===== src/addressed_message_mailbox_assert.svh =====
// Assertion macros shared by the mailbox RTL files.
// Each macro expects clk and a synchronous active-low rst_n in scope.
`ifndef ADDRESSED_MESSAGE_MAILBOX_ASSERT_SVH
`define ADDRESSED_MESSAGE_MAILBOX_ASSERT_SVH

// Consequent must hold in the same cycle as the antecedent.
`define MAM_ASSERT_SAME(label, ante, cons) \
  label: assert property (@(posedge clk) disable iff (!rst_n) (ante) |-> (cons)) \
    else $error("mailbox assertion failed");

// Consequent must hold in the cycle after the antecedent.
`define MAM_ASSERT_NEXT(label, ante, cons) \
  label: assert property (@(posedge clk) disable iff (!rst_n) (ante) |=> (cons)) \
    else $error("mailbox assertion failed");

`endif


===== src/mam_pkg.sv =====
// Package for the addressed message mailbox: sizes, command codes and
// the packed transfer types. No dependencies.
`timescale 1ns / 1ps

package mam_pkg;

  localparam int SLOT_COUNT    = 8;
  localparam int PAYLOAD_BYTES = 4;

  localparam int CMD_W     = 2;
  localparam int ID_W      = 8;
  localparam int CODE_W    = 8;
  localparam int PAYLOAD_W = 32;

  // Only the low PAYLOAD_BYTES bytes of a payload are kept in a slot.
  localparam int SLOT_PAY_W = (PAYLOAD_BYTES * 8 >= PAYLOAD_W) ? PAYLOAD_W
                                                               : PAYLOAD_BYTES * 8;
  localparam int SLOT_IDX_W = (SLOT_COUNT > 1) ? $clog2(SLOT_COUNT) : 1;

  localparam int QUEUE_DEPTH = 2;
  localparam int QUEUE_PTR_W = (QUEUE_DEPTH > 1) ? $clog2(QUEUE_DEPTH) : 1;
  localparam int QUEUE_CNT_W = $clog2(QUEUE_DEPTH + 1);

  localparam logic [ID_W-1:0] EMPTY_ID_RESET = '0;

  localparam logic [CMD_W-1:0] CMD_SEND  = 2'd0;
  localparam logic [CMD_W-1:0] CMD_RECV  = 2'd1;
  localparam logic [CMD_W-1:0] CMD_CLEAR = 2'd2;

  typedef enum logic [1:0] {
    OP_SEND,
    OP_RECV,
    OP_CLEAR,
    OP_NONE
  } mam_op_t;

  typedef struct packed {
    logic [CMD_W-1:0]     command;
    logic [ID_W-1:0]      dest_id;
    logic [ID_W-1:0]      source_id;
    logic [CODE_W-1:0]    message_code;
    logic [PAYLOAD_W-1:0] payload_in;
  } mam_in_t;

  typedef struct packed {
    logic                 ok;
    logic [ID_W-1:0]      dest_out;
    logic [ID_W-1:0]      source_out;
    logic [CODE_W-1:0]    code_out;
    logic [PAYLOAD_W-1:0] payload_out;
  } mam_out_t;

  // Classified command as it waits in the queue between front and back.
  typedef struct packed {
    mam_op_t               op;
    logic [ID_W-1:0]       dest_id;
    logic [ID_W-1:0]       source_id;
    logic [CODE_W-1:0]     message_code;
    logic [SLOT_PAY_W-1:0] payload;
  } mam_entry_t;

endpackage


===== src/mam_front.sv =====
// Mailbox front end: decodes the command and trims the payload.
// Depends on mam_pkg.
`timescale 1ns / 1ps

module mam_front (
  input  logic                in_valid,
  output logic                in_ready,
  input  mam_pkg::mam_in_t    in_data,
  output logic                push_valid,
  input  logic                push_ready,
  output mam_pkg::mam_entry_t push_data
);

  always_comb begin
    push_data.dest_id      = in_data.dest_id;
    push_data.source_id    = in_data.source_id;
    push_data.message_code = in_data.message_code;
    push_data.payload      = in_data.payload_in[mam_pkg::SLOT_PAY_W-1:0];
    case (in_data.command)
      mam_pkg::CMD_SEND:  push_data.op = mam_pkg::OP_SEND;
      mam_pkg::CMD_RECV:  push_data.op = mam_pkg::OP_RECV;
      mam_pkg::CMD_CLEAR: push_data.op = mam_pkg::OP_CLEAR;
      default:            push_data.op = mam_pkg::OP_NONE;
    endcase
  end

  assign push_valid = in_valid;
  assign in_ready   = push_ready;

endmodule


===== src/mam_queue.sv =====
// Short FIFO of classified commands between the mailbox front and back.
// Depends on mam_pkg and the assertion macro header.
`timescale 1ns / 1ps
`include "addressed_message_mailbox_assert.svh"

module mam_queue (
  input  logic                clk,
  input  logic                rst_n,
  input  logic                push_valid,
  output logic                push_ready,
  input  mam_pkg::mam_entry_t push_data,
  output logic                pop_valid,
  input  logic                pop_ready,
  output mam_pkg::mam_entry_t pop_data
);

  mam_pkg::mam_entry_t                  mem_r [mam_pkg::QUEUE_DEPTH];
  logic [mam_pkg::QUEUE_PTR_W-1:0]      wr_ptr_r, wr_ptr_nxt;
  logic [mam_pkg::QUEUE_PTR_W-1:0]      rd_ptr_r, rd_ptr_nxt;
  logic [mam_pkg::QUEUE_CNT_W-1:0]      count_r, count_nxt;
  logic                                 push_fire;
  logic                                 pop_fire;

  assign push_ready = (count_r != mam_pkg::QUEUE_CNT_W'(mam_pkg::QUEUE_DEPTH));
  assign pop_valid  = (count_r != '0);
  assign pop_data   = mem_r[rd_ptr_r];
  assign push_fire  = push_valid && push_ready;
  assign pop_fire   = pop_valid && pop_ready;

  always_comb begin
    wr_ptr_nxt = wr_ptr_r;
    rd_ptr_nxt = rd_ptr_r;
    count_nxt  = count_r;
    if (push_fire) begin
      wr_ptr_nxt = (wr_ptr_r == mam_pkg::QUEUE_PTR_W'(mam_pkg::QUEUE_DEPTH - 1)) ? '0
                   : wr_ptr_r + mam_pkg::QUEUE_PTR_W'(1);
    end
    if (pop_fire) begin
      rd_ptr_nxt = (rd_ptr_r == mam_pkg::QUEUE_PTR_W'(mam_pkg::QUEUE_DEPTH - 1)) ? '0
                   : rd_ptr_r + mam_pkg::QUEUE_PTR_W'(1);
    end
    case ({push_fire, pop_fire})
      2'b10:   count_nxt = count_r + mam_pkg::QUEUE_CNT_W'(1);
      2'b01:   count_nxt = count_r - mam_pkg::QUEUE_CNT_W'(1);
      default: count_nxt = count_r;
    endcase
  end

  always_ff @(posedge clk) begin
    if (!rst_n) begin
      wr_ptr_r <= '0;
      rd_ptr_r <= '0;
      count_r  <= '0;
    end else begin
      wr_ptr_r <= wr_ptr_nxt;
      rd_ptr_r <= rd_ptr_nxt;
      count_r  <= count_nxt;
    end
  end

  always_ff @(posedge clk) begin
    if (push_fire) begin
      mem_r[wr_ptr_r] <= push_data;
    end
  end

  `MAM_ASSERT_SAME(a_count_bound, 1'b1,
                   count_r <= mam_pkg::QUEUE_CNT_W'(mam_pkg::QUEUE_DEPTH))
  `MAM_ASSERT_NEXT(a_push_only_grows, push_fire && !pop_fire,
                   count_r == $past(count_r) + mam_pkg::QUEUE_CNT_W'(1))

endmodule


===== src/mam_back.sv =====
// Mailbox back end: slot table, free marker register, parallel slot search
// and the result register. Depends on mam_pkg and the assertion macro header.
`timescale 1ns / 1ps
`include "addressed_message_mailbox_assert.svh"

module mam_back (
  input  logic                            clk,
  input  logic                            rst_n,
  input  logic                            cfg_we,
  input  logic [mam_pkg::ID_W-1:0]        cfg_wdata,
  input  logic                            pop_valid,
  output logic                            pop_ready,
  input  mam_pkg::mam_entry_t             pop_data,
  output logic                            out_valid,
  input  logic                            out_ready,
  output mam_pkg::mam_out_t               out_data
);

  logic [mam_pkg::ID_W-1:0]       empty_id_r;
  logic [mam_pkg::ID_W-1:0]       slot_dest_r     [mam_pkg::SLOT_COUNT];
  logic [mam_pkg::ID_W-1:0]       slot_dest_nxt   [mam_pkg::SLOT_COUNT];
  logic [mam_pkg::ID_W-1:0]       slot_source_r   [mam_pkg::SLOT_COUNT];
  logic [mam_pkg::ID_W-1:0]       slot_source_nxt [mam_pkg::SLOT_COUNT];
  logic [mam_pkg::CODE_W-1:0]     slot_code_r     [mam_pkg::SLOT_COUNT];
  logic [mam_pkg::CODE_W-1:0]     slot_code_nxt   [mam_pkg::SLOT_COUNT];
  logic [mam_pkg::SLOT_PAY_W-1:0] slot_pay_r      [mam_pkg::SLOT_COUNT];
  logic [mam_pkg::SLOT_PAY_W-1:0] slot_pay_nxt    [mam_pkg::SLOT_COUNT];

  logic [mam_pkg::SLOT_COUNT-1:0] free_vec;
  logic [mam_pkg::SLOT_COUNT-1:0] match_vec;
  logic [mam_pkg::SLOT_COUNT-1:0] sel_vec;
  logic [mam_pkg::SLOT_IDX_W-1:0] hit_idx;
  logic                           hit;
  logic                           fire;
  logic                           out_valid_r;
  mam_pkg::mam_out_t              out_data_r;
  mam_pkg::mam_out_t              res;

  assign fire      = pop_valid && (!out_valid_r || out_ready);
  assign pop_ready = !out_valid_r || out_ready;
  assign out_valid = out_valid_r;
  assign out_data  = out_data_r;

  // Compare every slot at once, then take the lowest candidate.
  always_comb begin
    for (int i = 0; i < mam_pkg::SLOT_COUNT; i++) begin
      free_vec[i]  = (slot_dest_r[i] == empty_id_r);
      match_vec[i] = (slot_dest_r[i] == pop_data.dest_id);
    end
    sel_vec = (pop_data.op == mam_pkg::OP_SEND) ? free_vec : match_vec;
    hit     = 1'b0;
    hit_idx = '0;
    for (int i = mam_pkg::SLOT_COUNT - 1; i >= 0; i--) begin
      if (sel_vec[i]) begin
        hit     = 1'b1;
        hit_idx = mam_pkg::SLOT_IDX_W'(i);
      end
    end
  end

  always_comb begin
    slot_dest_nxt   = slot_dest_r;
    slot_source_nxt = slot_source_r;
    slot_code_nxt   = slot_code_r;
    slot_pay_nxt    = slot_pay_r;
    res             = '0;
    if (fire) begin
      case (pop_data.op)
        mam_pkg::OP_SEND: begin
          if (hit) begin
            slot_dest_nxt[hit_idx]   = pop_data.dest_id;
            slot_source_nxt[hit_idx] = pop_data.source_id;
            slot_code_nxt[hit_idx]   = pop_data.message_code;
            slot_pay_nxt[hit_idx]    = pop_data.payload;
            res.ok                   = 1'b1;
          end else begin
            // A full mailbox is flushed and the message is dropped.
            for (int i = 0; i < mam_pkg::SLOT_COUNT; i++) begin
              slot_dest_nxt[i]   = empty_id_r;
              slot_source_nxt[i] = empty_id_r;
              slot_pay_nxt[i]    = '0;
            end
          end
        end
        mam_pkg::OP_RECV: begin
          if (hit) begin
            res.ok                   = 1'b1;
            res.dest_out             = slot_dest_r[hit_idx];
            res.source_out           = slot_source_r[hit_idx];
            res.code_out             = slot_code_r[hit_idx];
            res.payload_out          = mam_pkg::PAYLOAD_W'(slot_pay_r[hit_idx]);
            slot_dest_nxt[hit_idx]   = empty_id_r;
            slot_source_nxt[hit_idx] = empty_id_r;
            slot_code_nxt[hit_idx]   = empty_id_r;
            slot_pay_nxt[hit_idx]    = '0;
          end
        end
        mam_pkg::OP_CLEAR: begin
          // The code fields survive a mailbox clear.
          for (int i = 0; i < mam_pkg::SLOT_COUNT; i++) begin
            slot_dest_nxt[i]   = empty_id_r;
            slot_source_nxt[i] = empty_id_r;
            slot_pay_nxt[i]    = '0;
          end
          res.ok = 1'b1;
        end
        default: begin
          res = '0;
        end
      endcase
    end
  end

  always_ff @(posedge clk) begin
    if (!rst_n) begin
      empty_id_r  <= mam_pkg::EMPTY_ID_RESET;
      out_valid_r <= 1'b0;
      for (int i = 0; i < mam_pkg::SLOT_COUNT; i++) begin
        slot_dest_r[i]   <= mam_pkg::EMPTY_ID_RESET;
        slot_source_r[i] <= mam_pkg::EMPTY_ID_RESET;
        slot_code_r[i]   <= '0;
        slot_pay_r[i]    <= '0;
      end
    end else begin
      if (cfg_we) begin
        empty_id_r <= cfg_wdata;
      end
      if (fire) begin
        out_valid_r <= 1'b1;
      end else if (out_ready) begin
        out_valid_r <= 1'b0;
      end
      slot_dest_r   <= slot_dest_nxt;
      slot_source_r <= slot_source_nxt;
      slot_code_r   <= slot_code_nxt;
      slot_pay_r    <= slot_pay_nxt;
    end
  end

  always_ff @(posedge clk) begin
    if (fire) begin
      out_data_r <= res;
    end
  end

  `MAM_ASSERT_NEXT(a_clear_frees_all, fire && pop_data.op == mam_pkg::OP_CLEAR && !cfg_we,
                   &free_vec)
  `MAM_ASSERT_NEXT(a_recv_dest_matches, fire && pop_data.op == mam_pkg::OP_RECV && hit,
                   out_data_r.ok && out_data_r.dest_out == $past(pop_data.dest_id))
  `MAM_ASSERT_SAME(a_fail_is_zero, out_valid_r && !out_data_r.ok,
                   out_data_r.dest_out == '0 && out_data_r.source_out == '0 &&
                   out_data_r.code_out == '0 && out_data_r.payload_out == '0)

endmodule


===== src/addressed_message_mailbox.sv =====
// Top level of the addressed message mailbox: front end, command queue and
// slot table back end. Depends on mam_pkg, mam_front, mam_queue, mam_back.
`timescale 1ns / 1ps

//  Channel  | Handshake           | Payload
//  ---------+---------------------+---------------------------------------
//  input    | in_valid / in_ready | in_data   (mam_pkg::mam_in_t)
//  result   | out_valid/out_ready | out_data  (mam_pkg::mam_out_t)
//  config   | cfg_we              | cfg_wdata (free marker, empty_id)
//
// A command reaches the result register by way of the command queue: its
// transfer places it in the queue, and once the back end can accept it the
// slot search and write-back load the result register. With results taken promptly
// the back end retires one command per cycle, so one transfer per cycle is sustained.
// Synchronous reset empties every slot at once; no clearing pass follows.
// A stalled result holds the back end; the two-entry queue then fills and in_ready drops.

module addressed_message_mailbox (
  input  logic                     clk,
  input  logic                     rst_n,
  input  logic                     in_valid,
  output logic                     in_ready,
  input  mam_pkg::mam_in_t         in_data,
  output logic                     out_valid,
  input  logic                     out_ready,
  output mam_pkg::mam_out_t        out_data,
  input  logic                     cfg_we,
  input  logic [mam_pkg::ID_W-1:0] cfg_wdata
);

  // Front end to queue.
  logic                push_valid;
  logic                push_ready;
  mam_pkg::mam_entry_t push_data;

  // Queue to back end.
  logic                pop_valid;
  logic                pop_ready;
  mam_pkg::mam_entry_t pop_data;

  // The front end only decodes and trims; it never stalls on its own.
  mam_front u_front (
    .in_valid   (in_valid),
    .in_ready   (in_ready),
    .in_data    (in_data),
    .push_valid (push_valid),
    .push_ready (push_ready),
    .push_data  (push_data)
  );

  // The queue decouples the input transfer from the slot table update.
  mam_queue u_queue (
    .clk        (clk),
    .rst_n      (rst_n),
    .push_valid (push_valid),
    .push_ready (push_ready),
    .push_data  (push_data),
    .pop_valid  (pop_valid),
    .pop_ready  (pop_ready),
    .pop_data   (pop_data)
  );

  // The back end owns the slots, the free marker and the result register.
  mam_back u_back (
    .clk       (clk),
    .rst_n     (rst_n),
    .cfg_we    (cfg_we),
    .cfg_wdata (cfg_wdata),
    .pop_valid (pop_valid),
    .pop_ready (pop_ready),
    .pop_data  (pop_data),
    .out_valid (out_valid),
    .out_ready (out_ready),
    .out_data  (out_data)
  );

endmodule

===== config.mk =====
export PLATFORM = sky130hd
export DESIGN_NAME = addressed_message_mailbox
export DESIGN_NICKNAME = d
export VERILOG_FILES = /design/src/mam_pkg.sv /design/src/mam_front.sv /design/src/mam_queue.sv /design/src/mam_back.sv /design/src/addressed_message_mailbox.sv
export VERILOG_INCLUDE_DIRS = /design/src /design/src/src
export SDC_FILE = /design/constraint.sdc
export NUM_CORES = 1
export LEC_CHECK = 0
export BUFFER_PORTS_ARGS = -buffer_cell sky130_fd_sc_hd__buf_4
export CORE_AREA = 4 4 265 267
export CTS_CLUSTER_DIAMETER = 120
export CTS_CLUSTER_SIZE = 12
export DETAILED_ROUTE_END_ITERATION = 10
export DIE_AREA = 0 0 269 271
export PLACE_DENSITY = 0.55
export SLEW_MARGIN = 20
export SYNTH_ARGS = -nofsm -noshare
export SYNTH_HDL_FRONTEND = slang
export SYNTH_SLANG_ARGS = --single-unit

===== constraint.sdc =====
create_clock -name clk -period 6.9 [get_ports clk]
set_clock_uncertainty 0.05 [all_clocks]
set_input_delay 1.38 -clock clk [delete_from_list [all_inputs] [get_ports clk]]
set_output_delay 1.38 -clock clk [all_outputs]
set_load 0.005 [all_outputs]

==> reports/summary.txt <==
Top cell type's share of synthesized area = 33.61%
Setup tns final = 0 ns
Worst min-delay path category = flip-flop to flip-flop
Synth Area in Adders = 0.2728%
CP Class = flip-flop to flip-flop
Final slew viol count = 0
Worst VDD drop = 0.2043 mV
Average cell area after synthesis = 10.56 µm²
Critical path fanouts, max = 21
Layout cells sized above 1 = 15.96%
Main combinational cell family by area after synthesis = compound AO/OA/AOI/OAI gates
Hold path depth = 2
Initial antenna violation count = 1
R2R cell count = 13
Grt ovf = 0
H-tree depth = 2
GR Util All Layers = 28.74%
Die area = 72900 µm²
Site Rows = 96
Setup crit end kind = flip-flop
Slew at the pin with the worst max-slew slack = 1.128 ns
Crit path launch type = flip-flop
Final net count = 2745
Clock transition at path regs = 0.07 ns
F_max = 165.3 MHz
Clock Path Buffers = 3
Ports = 130
Required time of the critical path = 7.43 ns
Yosys top cell by area = dfxtp_1
Post-CTS sizing = 0
CP Buf/Inv Count = 2
Area contributors post-synth = dfxtp_1, edfxtp_1, o2bb2ai_1, mux2i_1, nand2_1
Drt wl/cell = 30.09 µm
Syn-to-layout area delta = 13.60%
Post-Synthesis Cells = 2605
Commonest non-fill, non-tap cells in the layout = dfxtp_1, o2bb2ai_1, buf_4
Finished Layout Cells = 3589
Worst path arrival time = 6.57 ns
Ant. Diodes = 0
Layout filler cell count = 6332
RePlAce Congestion = 0.9964
Final Hold Viols = 0
Slew margin rel. = 22.66%
Min Tclk post-route = 6.049 ns
Initial core utilization = 40.41%
RSZ-0062 raised after global routing = false
Height of the die = 271 µm
Router iterations before antenna repair = 6
Hpwl dp = 69280 µm
Mapped Area = 27520 µm²
Simple-gate share of the synthesized area = 9.111%
CP top delay family = simple AND/OR/NAND/NOR gates
Max incr delay on CP = 0.86 ns
Global-route wire length before repair = 157900 µm
Maximum number of pins on one net before global-route repair = 83
WL final = 108000 µm
Leak pwr = 10.58 nW
Run status = finished, final reports clean
Skew-Pair Late Insertion Delay = 0.66 ns
Die Wd = 269 µm
CTS buffer count = 58
CP Cell Sequence = mux2i_1, ha_1, inv_2, mux2i_2, nor2_1, or4_1, nor4_4, nor4_1, a21oi_4, buf_4, nand3_1, o22ai_1, a32o_1
CTS tree = yes
Starting DRT DRC Count = 3537
Vias in the first global route = 23137
CTS Sinks = 635
Final setup fails = 0
Post-synthesis compound-gate area fraction = 26.77%
Flops & latches, synth = 635
Synth warnings = 0
Clk Tree Root Cell = clkbuf_16
Yosys cell types = 90
Core area = 68110 µm²
Post-synth EDFFs = 173
Period utilisation layout = 87.67%
Via count = 23654
Seq/Total Area, Yosys = 52.48%
PwrDens = 368.7 nW/µm²
Placed Cells = 3490
Post-synthesis mux area share = 6.774%
Port-buffer cells = 129
DRT antenna net count = 0
Most common cell after layout, fill and taps aside = dfxtp_1
DR vias/cell = 6.591
Asr flop ratio synth = 0%
Syn_nets = 2682
Hold-fix buffers, CTS = 0
DRC = 0
Worst path slowest cell = nor4_4
Critical path depth = 13
Post-CTS Setup Bufs = 0
Post-synthesis xor/xnor area fraction = 0.6365%
Number of max-cap violations = 0
Dominant synthesized flop cell = dfxtp_1
through the flow:
| step | cell area (µm²) | setup WS, ns | power (mW) | util, % | hold WS, ns |
|---|---|---|---|---|---|
| finish | 31260 | 0.8508 | 11.53 | 45.91 | 0.4007 |
| global route | 31260 | 0.6437 | 11.90 | 45.91 | 0.4153 |
| CTS | 31250 | 0.8305 | 11.45 | 45.89 | 0.4023 |
| detailed placement | 29590 | 0.8827 | 8.443 | 43.45 | 0.3926 |
| global placement | 29590 | 1.019 | 8.434 | 43.44 | 0.3835 |
| floorplan | 27520 | 1.578 | 6.698 | - | 0.3743 |
layer usage:
layer	vias up	wire, µm	global-route usage (%)
li1	10255	-	-
met1	11801	46170	40.96
met2	1332	47310	42.89
met3	264	10320	6.093
met4	2	4178	10.72
met5	-	10	0
area by class of cell:
type | count | area (µm²) | area share (%)
clock buffer | 96 | 1594 | 5.099
clock inverter | 3 | 66.31 | 0.2121
sequential | 635 | 14450 | 46.21
tap | 882 | 1104 | 3.530
timing repair buffer | 220 | 1689 | 5.403
multi-input combinational | 1707 | 12190 | 38.98
inverter | 46 | 175.2 | 0.5603
worst paths after layout:
check / to / startpoint / slack, ns
setup / recovery: u_back.slot_source_r[23] / flip-flop / 0.85
hold / removal: u_back.slot_pay_r[14] / u_back.slot_pay_r[14] / 0.40
setup reg to reg: u_back.slot_source_r[23] / flip-flop / 0.85
hold reg to reg: u_back.slot_pay_r[14] / u_back.slot_pay_r[14] / 0.40
Yosys cell counts, types with 7 or more instances:
cell type and n:
a32o_1 28, dfxtp_1 462, inv_1 45, nor3_1 23, a22o_1 32, and3_1 29
xor2_1 12, mux2i_1 112, edfxtp_1 173, a31oi_1 47, o221ai_1 7, or2_2 20
o22ai_1 53, o211ai_1 29, a221o_1 8, a221oi_1 41, a31o_2 7, buf_2 44
o21ai_0 110, a22oi_1 85, o21ai_1 15, a21boi_0 20, nand2_1 215, clkbuf_1 150
or2_0 9, nor2_1 88, a21oi_1 139, a222oi_1 52, o22a_1 10, o21a_1 9
buf_1 14, mux2_2 52, nand4_1 11, o2bb2ai_1 221, nand3_1 73, xnor2_1 8
logic make-up after synthesis:
family                   Yosys count
adder cells (fa/ha/maj)            6
AND/OR/NAND/NOR                  525
flip-flops                       635
buffers and inverters            263
multiplexers                     174
XOR/XNOR                          20
AO/OA/AOI/OAI                    982
power breakdown:
| group | switching (mW) | leakage (nW) | internal [mW] | total (mW) |
|---|---|---|---|---|
| Combinational | 2.74 | 4.42 | 1.08 | 3.82 |
| Clock | 1.45 | 0.788 | 1.57 | 3.02 |
| Sequential | 0.383 | 5.37 | 4.31 | 4.69 |
| Total | 4.57 | 10.6 | 6.96 | 11.5 |
sequential cells by signal (all words and copies together) (netlist names), 2 cells and up, named ones only:
register and flops:
u_queue.mem_r 116, u_back.empty_id_r 8, u_back.slot_source_r 64, u_back.slot_code_r 64, u_back.slot_pay_r 256, u_back.out_data 57, u_back.slot_dest_r 64, u_queue.count_r 2
worst reg2reg max path, delay by kind of cell (launching register included):
family	cells	cell delay [ns]
multiplexers	2	0.82
adder cells (fa/ha/maj)	1	0.28
buffers and inverters	2	0.84
AND/OR/NAND/NOR	5	2.34
flip-flops	1	0.36
AO/OA/AOI/OAI	3	1.28
No activity file was read; power rests on OpenSTA's default activity.
